==> config.mk <==
export PLATFORM = sky130hd
export DESIGN_NAME = dsmrm_score
export DESIGN_NICKNAME = d
export VERILOG_FILES = /design/src/rtl/dsmrm_pkg.sv /design/src/rtl/dsmrm_score.sv
export SDC_FILE = /design/constraint.sdc
export NUM_CORES = 2
export LEC_CHECK = 0
export BUFFER_PORTS_ARGS = -buffer_cell sky130_fd_sc_hd__buf_2
export CORE_ASPECT_RATIO = 0.7
export CORE_MARGIN = 10
export CORE_UTILIZATION = 57
export DETAILED_ROUTE_END_ITERATION = 8
export PLACE_DENSITY_LB_ADDON = 0.1
export SYNTH_ARGS = -nofsm -noshare
export SYNTH_HDL_FRONTEND = slang
export SYNTH_SLANG_ARGS = --single-unit
==> constraint.sdc <==
create_clock -name i_clk -period 4.92 [get_ports i_clk]
set_clock_uncertainty 0.1 [all_clocks]
set_input_delay 0.492 -clock i_clk [delete_from_list [all_inputs] [get_ports i_clk]]
set_output_delay 0.492 -clock i_clk [all_outputs]
set_load 0.05 [all_outputs]
==> src/rtl/dsmrm_pkg.sv <==
// shared types and constants for the 3x3 regularity mask block
// no dependencies; imported by dsmrm_score and the top level of the block
package dsmrm_pkg;

    localparam int SMP_W        = 32;
    localparam int ROW_W        = 16;
    localparam int OCOL_W       = 12;
    localparam int THR_W        = 24;
    localparam int WID_W        = 13;
    localparam int NBR_N        = 8;
    localparam int CNT_W        = 4;
    localparam int PROD_W       = THR_W + CNT_W;
    localparam int SUM_W        = SMP_W + 3;
    localparam int FIFO_DEPTH   = 8;
    localparam int MAX_COLS_DEF = 4096;
    localparam int APB_AW       = 4;

    localparam logic [WID_W-1:0] RST_WIDTH  = 13'd4096;
    localparam logic [ROW_W-1:0] RST_HEIGHT = 16'd3;
    localparam logic [THR_W-1:0] RST_THRESH = 24'd256;
    localparam logic [SMP_W-1:0] RST_NODATA = 32'hFF80_0000;

    localparam logic [1:0] REG_WIDTH  = 2'd0;
    localparam logic [1:0] REG_HEIGHT = 2'd1;
    localparam logic [1:0] REG_THRESH = 2'd2;
    localparam logic [1:0] REG_NODATA = 2'd3;

    typedef logic signed [SMP_W-1:0] t_nbr_arr [NBR_N];

    typedef struct packed {
        logic [OCOL_W-1:0] col;
        logic [ROW_W-1:0]  row;
    } t_tag;

    typedef struct packed {
        logic              valid;
        logic              regular;
        t_tag              tag;
    } t_score_out;

    typedef struct packed {
        logic [OCOL_W-1:0] col;
        logic [ROW_W-1:0]  row;
        logic              regular;
    } t_result;

endpackage

==> src/rtl/dsmrm_score.sv <==
// neighborhood difference scoring pipeline: abs diffs, adder tree, threshold compare
// depends on dsmrm_pkg
module dsmrm_score
    import dsmrm_pkg::*;
(
    input  logic                    i_clk,
    input  logic                    i_rst_n,
    input  logic                    i_valid,
    input  t_tag                    i_tag,
    input  logic signed [SMP_W-1:0] i_centre,
    input  t_nbr_arr                i_nbr,
    input  logic signed [SMP_W-1:0] i_nodata,
    input  logic [THR_W-1:0]        i_thresh,
    output t_score_out              o_out,
    output logic [1:0]              o_pending
);

    logic              r_a_vld, r_b_vld, r_c_vld;
    t_tag              r_a_tag, r_b_tag, r_c_tag;
    logic [SMP_W-1:0]  r_a_diff [NBR_N];
    logic [NBR_N-1:0]  r_a_use;
    logic [SMP_W:0]    r_b_pair [NBR_N/2];
    logic [CNT_W-1:0]  r_b_cnt;
    logic [SMP_W+1:0]  r_c_sum [2];
    logic [PROD_W-1:0] r_c_prod;

    logic [SMP_W-1:0]  n_a_diff [NBR_N];
    logic [NBR_N-1:0]  n_a_use;
    logic [SUM_W-1:0]  total;
    logic              centre_ok;

    always_comb begin
        logic signed [SMP_W:0] d;
        logic [SMP_W:0]        mag;
        centre_ok = i_centre > i_nodata;
        for (int k = 0; k < NBR_N; k++) begin
            d = {i_nbr[k][SMP_W-1], i_nbr[k]} - {i_centre[SMP_W-1], i_centre};
            mag = d[SMP_W] ? 33'(-d) : 33'(d);
            n_a_use[k] = centre_ok && (i_nbr[k] > i_nodata);
            n_a_diff[k] = n_a_use[k] ? mag[SMP_W-1:0] : '0;
        end
    end

    always_ff @(posedge i_clk) begin
        if (!i_rst_n) begin
            r_a_vld <= 1'b0;
            r_b_vld <= 1'b0;
            r_c_vld <= 1'b0;
        end else begin
            r_a_vld <= i_valid;
            r_b_vld <= r_a_vld;
            r_c_vld <= r_b_vld;
        end
    end

    always_ff @(posedge i_clk) begin
        r_a_tag  <= i_tag;
        r_a_diff <= n_a_diff;
        r_a_use  <= n_a_use;

        r_b_tag <= r_a_tag;
        for (int j = 0; j < NBR_N / 2; j++) begin
            r_b_pair[j] <= {1'b0, r_a_diff[2*j]} + {1'b0, r_a_diff[2*j+1]};
        end
        r_b_cnt <= CNT_W'($countones(r_a_use));

        r_c_tag    <= r_b_tag;
        r_c_sum[0] <= {1'b0, r_b_pair[0]} + {1'b0, r_b_pair[1]};
        r_c_sum[1] <= {1'b0, r_b_pair[2]} + {1'b0, r_b_pair[3]};
        r_c_prod   <= PROD_W'(r_b_cnt) * PROD_W'(i_thresh);
    end

    assign total = {1'b0, r_c_sum[0]} + {1'b0, r_c_sum[1]};

    assign o_out.valid   = r_c_vld;
    assign o_out.regular = total < SUM_W'(r_c_prod);
    assign o_out.tag     = r_c_tag;
    assign o_pending     = 2'({1'b0, r_a_vld} + {1'b0, r_b_vld} + {1'b0, r_c_vld});

endmodule

# Yosys cells after proc, flatten, opt, wreduce, memory -nomap -nowiden
# Memories as Yosys holds them, arrays and structs flattened.
# Cells that the tools add are included.
# op_classes
n_addsub	32
multipliers	1
magnitude_cmp	10
muxes	8
reduce_logical	8
# op_table
op	n
32-bit greater-than comparator	9
32-bit by 32-bit subtractor with 33-bit output	8
32-bit 2-to-1 mux	8
32-bit negator	8
32-bit by 32-bit adder with 33-bit output	4
33-bit by 33-bit adder with 34-bit output	2
34-bit by 34-bit adder with 35-bit output	1
35-bit by 28-bit < comparator with 1-bit output	1
4-bit by 24-bit multiplier with 28-bit output	1
1-bit by 1-bit adder with 2-bit output	5
1-bit logical AND	8
2-bit by 2-bit adder with 3-bit output	2
3-bit by 3-bit adder with 4-bit output	1
2-bit by 1-bit adder with 2-bit output	1
# word_totals
regBits	383
mem_bits_rw	200
in_bits	375
elab_cells	81
mem_count	2
# memory_table
name	words	width	rd	rd_clocked_by_memory_dff	wr	line	text
r_b_pair	4	33	4	0	4	dsmrm_score.sv:22	logic [SMP_W:0] r_b_pair [NBR_N/2];
r_c_sum	2	34	2	0	2	dsmrm_score.sv:24	logic [SMP_W+1:0] r_c_sum [2];

# Longest topological paths before layout
# logic_depth
word_depth	3
mapped_depth	25
ltp_nobuf	25

# Worst setup path before layout
# OpenSTA, ideal clock, no wires.
# synth_path
path_kind	register to output
start	memory r_c_sum[0][0] (netlist name)
end	output port o_out[28] (netlist name)
t_arrival_ps	5315
t_required_ps	4328
setup_slack_ps	-987
stages_incl_launch_ff	24
path_cell_list	dfxtp_1 ha_1 fa_1 a21oi_1 o21bai_1 nor4_1 nor4b_1 o31a_1 o211a_1 nand3b_1 a31oi_1 xnor2_1 ha_1 nand4_1 nor2_1 nand2_1 nor2_1 o21ai_0 o21ai_0 or4_1 a221o_1 a31oi_1 nand4_1 nor3_1
# synth_lines
item	line	text
from (decl)	dsmrm_score.sv:24	
to (decl)	dsmrm_score.sv:14	output t_score_out o_out,

==> results.md <==
- The register bit total from synthesis is 583.
- Summed over all nets, the switching power comes to 13.6 mW.
- The clock reaches the later pin of the worst-skew pair after 670 ps.
- The worst setup path is launched from a flop.
- Summed over all nets, the half-perimeter wirelength after detailed placement is 167000 µm.
- The post-detailed-route DRC marker count is 0.
- The number of global-route vias before repair is 48700.
- IR analysis of the VDD net gives a maximum drop of 404 µV.
- Entering global routing, the biggest net connects 34 pins.
- In this run, placement finished with an instance count of 8402.
- The internal portion of the total power is 16.9 mW.
- In the synthesized netlist the dominant register cell turns out to be sky130_fd_sc_hd__dfxtp_1.
- The net count of the mapped netlist is 7741.
- The count of cells along the worst hold path is 3.
- The class of the most critical hold timing path is input port to flop.
- The post-CTS clock slew at the launch and capture registers of the worst setup and hold paths is 70 ps.
- The data required time at the worst endpoint is 4330 ps.
- The relative max-transition margin is 28.0%.
- The clock tree from TritonCTS is done.
- The category of the worst setup path capture point is a primary output.
- Synthesis handed over a netlist of 6460 instances.
- The residual antenna-violating net count after detailed routing is 0.
- The critical path data arrival time is 5600 ps.
- The count of maximum capacitance violations is 0.
- In this run, CTS created clock tree buffers numbering 57.
- In this run the clock root is driven by a sky130_fd_sc_hd__clkbuf_16.
- The buffer levels on the longest clock path is 3.
- The total count of max-transition violations in the final report is 0.
- The pre-antenna-repair detailed-routing pass consisted of 6 iterations.
- The initial utilization of the core area, before any placement, comes to 57.7%.
- The flow ran to the end, but the final reports show violations.
- Routability-driven placement finished with a final weighted congestion of 1.03.
- Summed over all layers, the global routing overflow is 0.
- The count of final setup violators is 1.
- The sequential share of power is 23.7%.
- The die covers 106000 µm².
- A synthesized cell averages 8.24 µm².
- The post-layout net count is 8540.
- The die width is 385 µm.
- The initial antenna violation count is 41.
- Of the total power, the share spent switching nets is 44.6%.
- From bottom edge to top edge, the die measures 276 µm.
- The checks that failed: setup timing.
- Cells with a size suffix above 1 make up 14.4% of the layout.
- The first global-routing pass estimated 293000 µm of wire.
- The sequential fraction of the synthesis area is 21.9%.
- After detailed routing, the number of vias per cell comes to 6.21.
- The power density normalized to cell area is 490 nW/µm².
- Summed over all nets, wire length on met3 after detailed routing comes to 28200 µm.
- The count of buffers added on input and output ports is 406.
- The number of filler instances in the final layout is 7753.
- The slack of the critical path is -1280 ps.
- The number of cells traversed by the worst register-to-register path is 17.
- The final hold violation count is 0.
- The overall track demand over capacity in global routing is 36.0%.
- Counting flops with a built-in enable in the synthesized netlist gives 0.
- The count of cell types in the netlist is 93.
- After synthesis the cells add up to 53200 µm².
- The area growth from synthesis to layout is 17.1%.
- The leakage power figure is 30.2 nW.
- The pre-CTS setup slack is -699 ps.
- The Yosys step of the flow raised 0 warnings.
- The area of the core is 92300 µm².
- In the finished design, the share of the clock period the worst path needs comes to 126%.
- Setup repair after global routing could not meet its margin everywhere.
- In the detailed route, the total length drawn on met2 is 75300 µm.
- The number of vias in the routed layout is 53100.
- The share of total power dissipated in the clock network is 15.9%.
- The depth of the CTS H-tree is 2.
- The maximum clock frequency is 161 MHz.
- The highest layer used for signal routing is met5.
- The number of rows created at floorplan is 93.
- The final core utilization is 67.5%.
- The count of boundary I/O pins is 407.
- The number of clock sinks is 583.
- The post-detailed-routing wire length is 201000 µm.
- The shortest clock period the worst path allows after layout is 6200 ps.
- The slew at the pin closest to its max-slew limit is 1070 ps.
- The per-cell routed wire length is 23.5 µm.
- Hold is met by 101 ps.
- In the final routing, the length of wire on met1 measures 88400 µm.
- The type of the worst setup path is flop to primary output.
- Along the worst path, the maximum fanout reaches 3.
- Of the total power, combinational logic draws 60.4%.
- For this block, the initial DRC count from the detailed router was 6039.
- The proportion of register bits with asynchronous set or reset after synthesis is 0%.
- Excluding fillers, the count of instances in the completed layout stands at 8553.
final cells by class:
cell class,instances,area [µm²],share of cell area [%]
diodes,12,30.0,0.0482
repair buffers,868,5770,9.26
well taps,1235,1550,2.48
clock buffers,71,1540,2.47
multi-input cells,5389,39800,63.9
inverters,360,1350,2.17
flip-flops and latches,583,11700,18.7
clock inverters,35,563,0.904
timing repair:
action                                  4_1_cts  5_1_grt
pin swaps                                     8        0
endpoints found under the setup margin        1        5
endpoints found under the hold margin        31        0
hold buffers                                 31        0
resized for setup                             5       12
gates cloned                                  0        0
setup buffers                                 2        0
worst max-delay path, stage by stage, from the launching register on:
cell and delay, ps:
sky130_fd_sc_hd__dfxtp_1 310, sky130_fd_sc_hd__ha_2 200, sky130_fd_sc_hd__fa_2 370, sky130_fd_sc_hd__a21oi_4 180
sky130_fd_sc_hd__o21bai_4 100, sky130_fd_sc_hd__nor4_4 220, sky130_fd_sc_hd__buf_4 180, sky130_fd_sc_hd__nor4b_2 50
sky130_fd_sc_hd__o31a_1 340, sky130_fd_sc_hd__o211a_1 270, sky130_fd_sc_hd__nor2b_1 110, sky130_fd_sc_hd__a21bo_2 130
sky130_fd_sc_hd__nand2b_1 70, sky130_fd_sc_hd__xor2_1 200, sky130_fd_sc_hd__ha_1 280, sky130_fd_sc_hd__nand4_1 130
sky130_fd_sc_hd__nor2_1 60, sky130_fd_sc_hd__nand2_1 100, sky130_fd_sc_hd__nor2_2 50, sky130_fd_sc_hd__o21ai_1 70
sky130_fd_sc_hd__o21ai_1 70, sky130_fd_sc_hd__or4_1 470, sky130_fd_sc_hd__a221o_1 280, sky130_fd_sc_hd__a31oi_1 190
sky130_fd_sc_hd__nand4_1 170, sky130_fd_sc_hd__nor3_4 180, sky130_fd_sc_hd__buf_12 160
cells by family after synthesis:
group	Yosys count	synth area share [%]
AND/OR/NAND/NOR	1966	18.6
adder cells (fa/ha/maj)	906	22.2
XOR/XNOR	568	9.35
buffers and inverters	488	3.46
multiplexers	22	0.435
flip-flops	583	21.9
AO/OA/AOI/OAI	1927	24.0
synth_stat cells (all sizes together) (24+ instances only):
library cell / n / area [µm²]
a21o: 345 / 2590
and3: 66 / 413
xnor2: 388 / 3400
dfxtp: 583 / 11700
nor3: 160 / 806
nor2b: 113 / 707
o21bai: 70 / 526
nand2b: 76 / 475
inv: 360 / 1350
nor2: 531 / 2000
or2: 42 / 263
nand2: 362 / 1360
and2: 121 / 757
nor4: 41 / 269
xor2: 180 / 1580
clkbuf: 121 / 454
nand4: 107 / 669
a211oi: 47 / 353
o211ai: 48 / 360
a31oi: 58 / 369
o21a: 112 / 841
o21ai: 317 / 1590
ha: 842 / 10500
o31ai: 64 / 480
or3: 69 / 437
a211o: 24 / 210
fa: 64 / 1280
nand3: 171 / 856
a21oi: 544 / 2720
final timing paths:
path,start,endpoint,slack (ps)
setup reg to reg,r_b_cnt[3],r_c_prod[26],190
hold / removal,i_thresh[0],r_c_prod[0],100
setup / recovery,r_c_sum[0][34],o_out[28],-1280
hold reg to reg,r_a_tag[24],r_b_tag[24],220
power groups by stage:
stage | logic, mW | clock network [mW] | registers (mW)
floorplan | 12.2 | 0 | 6.83
global placement | 17.3 | 0 | 7.23
detailed placement | 17.7 | 0 | 7.27
CTS | 18.0 | 4.88 | 7.18
global route | 20.2 | 5.09 | 7.33
finish | 18.4 | 4.85 | 7.23
cell usage in the layout, fill, tap and decap left out, drive strengths merged, types with 69 or more instances in the layout:
cell | Yosys | routed
nor2b | 113 | 113
and2 | 121 | 121
buf | 7 | 837
xor2 | 180 | 180
nand3 | 171 | 171
inv | 360 | 364
a21oi | 544 | 544
o21ai | 317 | 317
or3 | 69 | 69
dfxtp | 583 | 583
clkbuf | 121 | 71
o21bai | 70 | 70
nor3 | 160 | 160
a21o | 345 | 345
ha | 842 | 842
nand2 | 362 | 362
xnor2 | 388 | 388
nand4 | 107 | 107
o21a | 112 | 112
nand2b | 76 | 76
nor2 | 531 | 531
metal layers:
layer,track usage (%),vias up
li1,-,25200
met1,51.7,24700
met2,48.9,2714
met3,12.2,384
met4,13.5,40
met5,0,-
flip-flops by register name, summed over array words and instances, names as in the netlist, 4 cells and up:
signal / count
r_b_cnt: 4
r_c_prod: 28
r_b_tag: 28
r_a_use: 8
o_out: 28
r_b_pair: 132
r_c_sum: 68
r_a_tag: 28
r_a_diff: 256
stage by stage:
| step | power (mW) | instance area (µm²) | setup TNS (ps) |
|---|---|---|---|
| 2_1_floorplan | 19.0 | 53200 | -368 |
| 3_3_place_gp | 24.6 | 59800 | -716 |
| 3_5_place_dp | 25.0 | 59800 | -818 |
| 4_1_cts | 30.0 | 62200 | -1190 |
| 5_1_grt | 32.6 | 62300 | -1500 |
| 6_report | 30.5 | 62300 | -1280 |
Power figures use the tool's default switching activity.
